[src/hdl/spr_pkg.sv]
package spr_pkg;

   // frame constants
   localparam logic [15:0] CRC_POLY   = 16'h8005;
   localparam logic [7:0]  SYNC_BYTE  = 8'hFF;
   localparam logic [7:0]  STUFF_BYTE = 8'hFD;
   localparam logic [7:0]  RSRV_BYTE  = 8'h00;
   localparam logic [16:0] POS_MAX    = 17'h1FFFF;

   // frame status codes
   typedef enum logic [1:0] {
      STATUS_OK         = 2'd0,
      STATUS_BAD_HEADER = 2'd1,
      STATUS_BAD_LENGTH = 2'd2,
      STATUS_BAD_CRC    = 2'd3
   } status_type;

   // one received request
   typedef struct packed {
      logic [7:0] rx_byte;
      logic       frame_end;
   } req_item_type;

   // input register contents
   typedef struct packed {
      logic         valid;
      req_item_type item;
   } stage_type;

   // one result
   typedef struct packed {
      logic        is_status;
      logic [7:0]  param_byte;
      logic [15:0] param_index;
      logic [1:0]  status_code;
      logic [7:0]  servo_id;
      logic [7:0]  instruction_code;
      logic [15:0] param_count;
   } rsp_item_type;

   // expected header byte at positions 0 to 3
   function automatic logic [7:0] hdr_byte(input logic [1:0] idx);
      logic [7:0] val;
      unique case (idx)
         2'd0:    val = SYNC_BYTE;
         2'd1:    val = SYNC_BYTE;
         2'd2:    val = STUFF_BYTE;
         default: val = RSRV_BYTE;
      endcase
      return val;
   endfunction

   // crc-16 one byte update, msb first, no reflection
   function automatic logic [15:0] crc_update(input logic [15:0] crc, input logic [7:0] b);
      logic [15:0] c;
      c = crc ^ {b, 8'h00};
      for (int k = 0; k < 8; k++) begin
         if (c[15]) begin
            c = {c[14:0], 1'b0} ^ CRC_POLY;
         end else begin
            c = {c[14:0], 1'b0};
         end
      end
      return c;
   endfunction

endpackage

[src/hdl/spr_stream_if.sv]
// request channel: one received byte per transfer
interface spr_req_if;
   logic       valid;
   logic       ready;
   logic [7:0] rx_byte;
   logic       frame_end;

   modport source (output valid, output rx_byte, output frame_end, input ready);
   modport sink   (input valid, input rx_byte, input frame_end, output ready);
endinterface

// result channel: parameter byte or frame status
interface spr_rsp_if;
   logic        valid;
   logic        ready;
   logic        is_status;
   logic [7:0]  param_byte;
   logic [15:0] param_index;
   logic [1:0]  status_code;
   logic [7:0]  servo_id;
   logic [7:0]  instruction_code;
   logic [15:0] param_count;

   modport source (output valid, output is_status, output param_byte, output param_index,
                   output status_code, output servo_id, output instruction_code,
                   output param_count, input ready);
   modport sink   (input valid, input is_status, input param_byte, input param_index,
                   input status_code, input servo_id, input instruction_code,
                   input param_count, output ready);
endinterface

[src/hdl/spr_input_stage.sv]
module spr_input_stage (
   input  logic                  clock,
   input  logic                  reset,
   input  logic                  in_valid,
   output logic                  in_ready,
   input  spr_pkg::req_item_type in_item,
   input  logic                  take,
   output spr_pkg::stage_type    stage
);

   logic                  valid_ff, valid_in;
   spr_pkg::req_item_type item_ff;

   // register refills when empty or when its request moves on
   assign in_ready = !valid_ff || take;

   always_comb begin
      valid_in = valid_ff;
      if (in_valid && in_ready) begin
         valid_in = 1'b1;
      end else if (take) begin
         valid_in = 1'b0;
      end
   end

   always_ff @(posedge clock) begin
      if (reset) begin
         valid_ff <= 1'b0;
      end else begin
         valid_ff <= valid_in;
      end
      if (in_valid && in_ready) begin
         item_ff <= in_item;
      end
   end

   assign stage.valid = valid_ff;
   assign stage.item  = item_ff;

endmodule

[src/hdl/spr_frame_parser.sv]
module spr_frame_parser (
   input  logic                  clock,
   input  logic                  reset,
   input  spr_pkg::stage_type    stage,
   output logic                  take,
   output logic                  out_valid,
   input  logic                  out_ready,
   output spr_pkg::rsp_item_type out_item
);

   typedef enum logic [1:0] {
      MATCH_NONE   = 2'd0,
      MATCH_FF     = 2'd1,
      MATCH_FFFF   = 2'd2,
      MATCH_FFFFFD = 2'd3
   } match_type;

   logic [16:0] pos_ff, pos_in;
   logic [15:0] len_ff, len_in;
   logic [15:0] crc_ff, crc_in;
   logic [15:0] rcrc_ff, rcrc_in;
   logic        hdr_ok_ff, hdr_ok_in;
   match_type   match_ff, match_in;
   logic [7:0]  id_ff, id_in;
   logic [7:0]  instr_ff, instr_in;
   logic [15:0] emitted_ff, emitted_in;

   logic                  rsp_valid_ff, rsp_valid_in;
   spr_pkg::rsp_item_type rsp_item_ff, rsp_item_in;

   logic [7:0]  b;
   logic        fend;
   logic [16:0] len_p5, len_p6;
   logic        region;
   logic        emit;
   match_type   match_nx;
   spr_pkg::status_type code;

   assign b    = stage.item.rx_byte;
   assign fend = stage.item.frame_end;

   // result register frees up when empty or taken
   assign take = stage.valid && (!rsp_valid_ff || out_ready);

   // stuffing matcher on the pre-removal byte stream
   always_comb begin
      if (b == spr_pkg::SYNC_BYTE) begin
         match_nx = (match_ff == MATCH_FF || match_ff == MATCH_FFFF) ? MATCH_FFFF : MATCH_FF;
      end else if (b == spr_pkg::STUFF_BYTE && match_ff == MATCH_FFFF) begin
         match_nx = MATCH_FFFFFD;
      end else begin
         match_nx = MATCH_NONE;
      end
   end

   // per-byte frame update
   always_comb begin
      pos_in     = (pos_ff != spr_pkg::POS_MAX) ? pos_ff + 17'd1 : pos_ff;
      len_in     = len_ff;
      crc_in     = crc_ff;
      rcrc_in    = rcrc_ff;
      hdr_ok_in  = hdr_ok_ff;
      match_in   = match_ff;
      id_in      = id_ff;
      instr_in   = instr_ff;
      emitted_in = emitted_ff;
      emit       = 1'b0;

      // header, id and length fields
      if (pos_ff < 17'd4) begin
         if (b != spr_pkg::hdr_byte(pos_ff[1:0])) begin
            hdr_ok_in = 1'b0;
         end
      end else if (pos_ff == 17'd4) begin
         id_in = b;
      end else if (pos_ff == 17'd5) begin
         len_in = {8'h00, b};
      end else if (pos_ff == 17'd6) begin
         len_in = {b, len_ff[7:0]};
      end

      len_p5 = {1'b0, len_in} + 17'd5;
      len_p6 = {1'b0, len_in} + 17'd6;

      // crc over everything before the crc field
      if (pos_ff < 17'd7 || pos_ff < len_p5) begin
         crc_in = spr_pkg::crc_update(crc_ff, b);
      end

      region = (pos_ff >= 17'd7) && (len_in >= 16'd3) && (pos_ff < len_p5);

      // instruction/parameter area with stuffing removal, then crc field
      if (region) begin
         if (pos_ff == 17'd7) begin
            instr_in = b;
         end
         if (match_ff == MATCH_FFFFFD && b == spr_pkg::STUFF_BYTE) begin
            match_in = MATCH_NONE;
         end else begin
            if (pos_ff > 17'd7 && hdr_ok_in) begin
               emit       = 1'b1;
               emitted_in = emitted_ff + 16'd1;
            end
            match_in = match_nx;
         end
      end else if (pos_ff >= 17'd7 && pos_ff == len_p5) begin
         rcrc_in = {rcrc_ff[15:8], b};
      end else if (pos_ff >= 17'd7 && pos_ff == len_p6) begin
         rcrc_in = {b, rcrc_ff[7:0]};
      end

      // status priority: header, length, crc
      if (!hdr_ok_in) begin
         code = spr_pkg::STATUS_BAD_HEADER;
      end else if (len_in < 16'd3 || pos_ff != len_p6) begin
         code = spr_pkg::STATUS_BAD_LENGTH;
      end else if (crc_in != rcrc_in) begin
         code = spr_pkg::STATUS_BAD_CRC;
      end else begin
         code = spr_pkg::STATUS_OK;
      end

      // result assembly
      rsp_item_in = '0;
      if (fend) begin
         rsp_item_in.is_status        = 1'b1;
         rsp_item_in.status_code      = code;
         rsp_item_in.servo_id         = id_in;
         rsp_item_in.instruction_code = instr_in;
         rsp_item_in.param_count      = emitted_in;
      end else begin
         rsp_item_in.param_byte  = b;
         rsp_item_in.param_index = emitted_ff;
      end

      rsp_valid_in = rsp_valid_ff && !out_ready;
      if (take) begin
         rsp_valid_in = fend || emit;
      end

      // frame end clears the frame state
      if (fend) begin
         pos_in     = '0;
         len_in     = '0;
         crc_in     = '0;
         rcrc_in    = '0;
         hdr_ok_in  = 1'b1;
         match_in   = MATCH_NONE;
         id_in      = '0;
         instr_in   = '0;
         emitted_in = '0;
      end
   end

   always_ff @(posedge clock) begin
      if (reset) begin
         pos_ff       <= '0;
         len_ff       <= '0;
         crc_ff       <= '0;
         rcrc_ff      <= '0;
         hdr_ok_ff    <= 1'b1;
         match_ff     <= MATCH_NONE;
         id_ff        <= '0;
         instr_ff     <= '0;
         emitted_ff   <= '0;
         rsp_valid_ff <= 1'b0;
      end else begin
         rsp_valid_ff <= rsp_valid_in;
         if (take) begin
            pos_ff     <= pos_in;
            len_ff     <= len_in;
            crc_ff     <= crc_in;
            rcrc_ff    <= rcrc_in;
            hdr_ok_ff  <= hdr_ok_in;
            match_ff   <= match_in;
            id_ff      <= id_in;
            instr_ff   <= instr_in;
            emitted_ff <= emitted_in;
         end
      end
      if (take) begin
         rsp_item_ff <= rsp_item_in;
      end
   end

   assign out_valid = rsp_valid_ff;
   assign out_item  = rsp_item_ff;

endmodule

[src/hdl/servo_packet_receive_parser.sv]
// channel     port      direction  payload
// request     req_port  in         rx_byte, frame_end
// result      rsp_port  out        is_status, param_byte, param_index, status_code,
//                                  servo_id, instruction_code, param_count
//
// One received byte per cycle while the result is not stalled: each request
// passes an input register, then crc and matcher logic into the result register.
// A request yields at most one result; a status result closes each frame.
// Synchronous active-high reset clears all frame state.
// A stalled result holds; the input register keeps taking requests until full.
module servo_packet_receive_parser (
   input logic     clock,
   input logic     reset,
   spr_req_if.sink   req_port,
   spr_rsp_if.source rsp_port
);

   spr_pkg::req_item_type req_item;
   spr_pkg::stage_type    stage;
   spr_pkg::rsp_item_type rsp_item;
   logic                  take;

   assign req_item.rx_byte   = req_port.rx_byte;
   assign req_item.frame_end = req_port.frame_end;

   // input register
   spr_input_stage u_input (
      .clock    (clock),
      .reset    (reset),
      .in_valid (req_port.valid),
      .in_ready (req_port.ready),
      .in_item  (req_item),
      .take     (take),
      .stage    (stage)
   );

   // frame state and result register
   spr_frame_parser u_parser (
      .clock     (clock),
      .reset     (reset),
      .stage     (stage),
      .take      (take),
      .out_valid (rsp_port.valid),
      .out_ready (rsp_port.ready),
      .out_item  (rsp_item)
   );

   assign rsp_port.is_status        = rsp_item.is_status;
   assign rsp_port.param_byte       = rsp_item.param_byte;
   assign rsp_port.param_index      = rsp_item.param_index;
   assign rsp_port.status_code      = rsp_item.status_code;
   assign rsp_port.servo_id         = rsp_item.servo_id;
   assign rsp_port.instruction_code = rsp_item.instruction_code;
   assign rsp_port.param_count      = rsp_item.param_count;

endmodule
[src/flat_wrapper.sv]
// flat-port wrapper written by rule: the top's interface ports become plain ports
module servo_packet_receive_parser_flat 
  (clock, reset, req_port_valid, req_port_rx_byte, req_port_frame_end, req_port_ready, rsp_port_valid, rsp_port_is_status, rsp_port_param_byte, rsp_port_param_index, rsp_port_status_code, rsp_port_servo_id, rsp_port_instruction_code, rsp_port_param_count, rsp_port_ready);
  spr_req_if req_port_i ();
  spr_rsp_if rsp_port_i ();
  input logic clock;
  input logic reset;
  input wire logic [$bits(req_port_i.valid)-1:0] req_port_valid;
  input wire logic [$bits(req_port_i.rx_byte)-1:0] req_port_rx_byte;
  input wire logic [$bits(req_port_i.frame_end)-1:0] req_port_frame_end;
  output wire logic [$bits(req_port_i.ready)-1:0] req_port_ready;
  output wire logic [$bits(rsp_port_i.valid)-1:0] rsp_port_valid;
  output wire logic [$bits(rsp_port_i.is_status)-1:0] rsp_port_is_status;
  output wire logic [$bits(rsp_port_i.param_byte)-1:0] rsp_port_param_byte;
  output wire logic [$bits(rsp_port_i.param_index)-1:0] rsp_port_param_index;
  output wire logic [$bits(rsp_port_i.status_code)-1:0] rsp_port_status_code;
  output wire logic [$bits(rsp_port_i.servo_id)-1:0] rsp_port_servo_id;
  output wire logic [$bits(rsp_port_i.instruction_code)-1:0] rsp_port_instruction_code;
  output wire logic [$bits(rsp_port_i.param_count)-1:0] rsp_port_param_count;
  input wire logic [$bits(rsp_port_i.ready)-1:0] rsp_port_ready;
  assign req_port_i.valid = req_port_valid;
  assign req_port_i.rx_byte = req_port_rx_byte;
  assign req_port_i.frame_end = req_port_frame_end;
  assign req_port_ready = req_port_i.ready;
  assign rsp_port_valid = rsp_port_i.valid;
  assign rsp_port_is_status = rsp_port_i.is_status;
  assign rsp_port_param_byte = rsp_port_i.param_byte;
  assign rsp_port_param_index = rsp_port_i.param_index;
  assign rsp_port_status_code = rsp_port_i.status_code;
  assign rsp_port_servo_id = rsp_port_i.servo_id;
  assign rsp_port_instruction_code = rsp_port_i.instruction_code;
  assign rsp_port_param_count = rsp_port_i.param_count;
  assign rsp_port_i.ready = rsp_port_ready;
  servo_packet_receive_parser u_core (.clock(clock), .reset(reset), .req_port(req_port_i), .rsp_port(rsp_port_i));
endmodule
[config.mk]
export PLATFORM = sky130hd
export DESIGN_NAME = servo_packet_receive_parser_flat
export DESIGN_NICKNAME = d
export VERILOG_FILES = /design/src/hdl/spr_pkg.sv /design/src/hdl/spr_stream_if.sv /design/src/hdl/spr_input_stage.sv /design/src/hdl/spr_frame_parser.sv /design/src/hdl/servo_packet_receive_parser.sv /design/src/flat_wrapper.sv
export SDC_FILE = /design/constraint.sdc
export NUM_CORES = 1
export LEC_CHECK = 0
export BUFFER_PORTS_ARGS = -buffer_cell sky130_fd_sc_hd__buf_2
export CORE_MARGIN = 4
export CORE_UTILIZATION = 51
export CTS_BUF_LIST = sky130_fd_sc_hd__clkbuf_4 sky130_fd_sc_hd__clkbuf_8
export DETAILED_ROUTE_END_ITERATION = 8
export PLACE_DENSITY_LB_ADDON = 0.05
export REMOVE_ABC_BUFFERS = 1
export SETUP_SLACK_MARGIN = 0.5
export SLEW_MARGIN = 20
export SYNTH_ARGS = -nofsm -noshare
export SYNTH_HDL_FRONTEND = slang
export SYNTH_SLANG_ARGS = --single-unit
[constraint.sdc]
create_clock -name clock -period 10 [get_ports clock]
set_input_delay 1.5 -clock clock [delete_from_list [all_inputs] [get_ports clock]]
set_output_delay 1.5 -clock clock [all_outputs]
set_load 0.02 [all_outputs]
==> impl_metrics.ini <==
[status]
status = completed

[placed_design]
dpl.hpwl_mm = 18.9
io_buffers = 73
dpl-instance-area_mm2 = 0.0103
routabilityCongestion = 0.989

[critical_path]
path_max_fanout = 18
cp-startpoint = u_core.u_parser.pos_ff[12]$_SDFFE_PP0P_
path_cells = nor4_2 > nand4_1 > nor2_4 > mux2_2 > ha_1 > o21a_1 > nor3b_1 > and3_1 > xnor2_1 > ha_1 > nand4_1 > nor3_1 > o21ai_0 > o211ai_1 > or2_2 > o21ai_0 > nor4_1 > or4b_1 > and3b_1 > nor4_2 > nand4_1 > o211a_1
cp_top_family = simple AND/OR/NAND/NOR gates
cp-start-kind = register
crit_buf_inv = 0
end_kind = register
arrival_ns = 7.53
crit_type = reg -> reg
cpPeakStageDelay_ns = 0.53
rr_startpoint = u_core.u_parser.pos_ff[12]$_SDFFE_PP0P_
cp_slowest_cell = nand4_1
cp.required_ns = 10.25
crit_path_frequent_cell = nand4_1

[pwr]
power_density_mw_per_mm2 = 129
power.total_uw = 1380
ir_drop_mv = 0.0745
pwr-share-comb = 0.108
p_int_uw = 974
clkPwrFrac = 0.353
switchingPower_uw = 410
leakagePower_uw = 0.00387
p_sw_frac = 0.297
p_seq_frac = 0.540

[layout]
post-route-cell-area_mm2 = 0.0107
nFillCells = 1695
drive_above_1_share = 0.127
nets = 1171
syn_to_final_growth_pct = 9.14
antenna_cells = 0

[global_routing]
grt_pass1_vias = 7675
overflow = 0
grt_use_total = 0.253
antenna_found_initial = 1
grt_pass1_wl_mm = 43.4
grt_max_degree = 69

[cts]
clk_latency_ns = 0.48
ctsHoldBuffers = 0
cts_setup_buffers = 0
clockBufferDepth = 2
clk_pin_slew_ns = 0.10
cts_tree = done
cts_resized = 0
cts_max_level = 4
cts.sinks = 170
root_buffer = clkbuf_8
numCtsBuffers = 17

[sta]
clock_skew_ns = 0.0162
slew_headroom = 0.318
min_period_over_period = 0.729
tightest_slew_ns = 1.02
fin_setup_tns_ns = 0
hold_violations = 0
fmax_ghz = 0.137
report.final.slew_viol_count = 0
rsz0062_at_grt = no
setup_viol = 0
fin_crit_ns = 7.29

[logic_synthesis]
synth_area_leaders = dfxtp_1 (21%), edfxtp_1 (21%), nor2_1 (5.8%)
synth_top_area_frac = 0.208
yosysTopAreaCell = dfxtp_1
syn_area_mm2 = 0.00983
syn_area_per_cell_um2 = 8.97
synthDistinctLibCells = 72
yosysMostFrequentCell = nor2_1
synth-seq-area-share = 0.415
ys_ff_latch = 170
synth_edf_count = 68
postSynthCellCount = 1096
synth_flop_cell = dfxtp_1
yosys_warnings = 0
synthArstFlopShare = 0
synthTopCellsByCount = nor2_1 (153), dfxtp_1 (102), edfxtp_1 (68), nand2_1 (65)

[detailed_routing]
via_per_inst = 5.97
route.vias.total = 8372
initialDrtViolationCount = 939
first_pass_iters = 7
drc = 0
drt-total-wl_mm = 27.3
ant_nets = 0
wire_per_inst_um = 19.5

[floorplanning]
dieArea_mm2 = 0.0216
ios = 74
rows = 50
start_util = 0.522
core_area_mm2 = 0.0188
die_w_um = 147
chipHeight_um = 147

[flow_run]
cap_violations = 0

[hold_path]
hp-start = u_core.u_parser.hdr_ok_ff$_SDFFE_PP1P_
min_path_type = reg -> reg
worst register-to-register path, stage by stage (launching register included):
cell,delay [ns]
dfxtp_1,0.44
nor4_2,0.52
nand4_1,0.53
nor2_4,0.53
mux2_2,0.31
ha_1,0.23
o21a_1,0.27
nor3b_1,0.47
and3_1,0.26
xnor2_1,0.07
ha_1,0.31
nand4_1,0.14
nor3_1,0.26
o21ai_0,0.14
o211ai_1,0.41
or2_2,0.28
o21ai_0,0.23
nor4_1,0.29
or4b_1,0.47
and3b_1,0.21
nor4_2,0.31
nand4_1,0.14
o211a_1,0.23
flip-flops by register name, summed over array words and instances, names as in the netlist:
register	flops
u_core.u_parser.crc_ff	16
u_core.u_parser.rcrc_ff	16
u_core.u_parser.pos_ff	17
u_core.u_input.stage	9
u_core.u_parser.len_ff	16
u_core.u_parser.instr_ff	8
u_core.u_parser.emitted_ff	16
u_core.u_parser.hdr_ok_ff	1
u_core.u_input.valid_ff	1
u_core.u_parser.id_ff	8
u_core.u_parser.out_item	59
u_core.u_parser.match_ff	2
u_core.u_parser.out_valid	1
metrics by stage:
step	worst slack [ns]	hold slack, ns	util	cells
after floorplan	3.50	0.439	-	1025
after global placement	3.05	0.455	0.549	1371
after detailed placement	2.83	0.472	0.549	1371
after CTS	2.77	0.486	0.570	1403
after global routing	2.12	0.506	0.570	1403
final	2.71	0.490	0.570	1403
worst paths after layout:
kind | cells after the start | to | slack [ns]
setup / recovery | 22 | u_core.u_parser.out_item[33]$_SDFFCE_PN0P_ | 2.71
hold reg to reg | 2 | u_core.u_parser.hdr_ok_ff$_SDFFE_PP1P_ | 0.49
hold / removal | 2 | u_core.u_parser.hdr_ok_ff$_SDFFE_PP1P_ | 0.49
setup reg to reg | 22 | u_core.u_parser.out_item[33]$_SDFFCE_PN0P_ | 2.71
power by group through the flow:
stage	clock [uW]	sequential [uW]	combinational, uW
after floorplan	0	778	78.7
after global placement	0	762	149
after detailed placement	0	763	149
after CTS	497	747	150
after global routing	528	749	164
final	488	747	149
layout make-up:
type	instances	area (um^2)	area share
clock buffer	18	241	0.0225
clock inverter	14	154	0.0143
inverter	22	83.8	0.00781
multi-input combinational	833	5380	0.501
sequential	170	4080	0.381
tap	260	325	0.0303
timing repair buffer	86	463	0.0432
kinds of logic after synthesis:
group,synth area share
and+or+nand+nor,0.220
AOI/OAI and AO/OA,0.171
DFF,0.415
xor gates and xnor gates,0.0853
buffers and inverters,0.0383
muxes,0.0345
adders and majority gates,0.0356
cell usage in the layout, fill, tap and decap left out, types with 4 or more instances in the layout:
master     Yosys  final
o21a_1         8      8
or3_1         15     15
nor3_1        16     15
nor3b_1        4      4
buf_4          1     13
and4_1         7      7
xor2_1        32     32
nand2b_1       7      7
nor2b_1       24     24
a21o_1         6      6
and2_1        14     14
or4_1          4      4
nor2_1       153    152
a21oi_1       61     61
nor4_1        10     10
a211oi_1       6      6
inv_6          0      5
o21ai_1       10     10
clkinv_8       0      5
mux2i_1       26     26
o211a_1        7      7
edfxtp_1      68     68
dfxtp_1      102    102
a31oi_1        6      6
mux2_2         7      7
nand4_1       28     28
a2bb2oi_1      6      6
xnor2_1       61     61
inv_1         21     20
buf_2          7     73
nand3_1       38     38
ha_1          28     28
nand3b_1       5      5
and3_1        16     16
clkbuf_8       0     17
a22oi_1       59     59
o21ai_0       48     48
o211ai_1      14     14
nand2_1       65     65
per-layer routing:
| layer | GRT usage | share of wire | vias to the layer above |
|---|---|---|---|
| li1 | - | - | 4051 |
| met1 | 0.345 | 0.44 | 3932 |
| met2 | 0.405 | 0.46 | 330 |
| met3 | 0.0497 | 0.071 | 57 |
| met4 | 0.0856 | 0.029 | 2 |
| met5 | 0 | 0.00062 | - |
No activity file was read; power rests on OpenSTA's default activity.
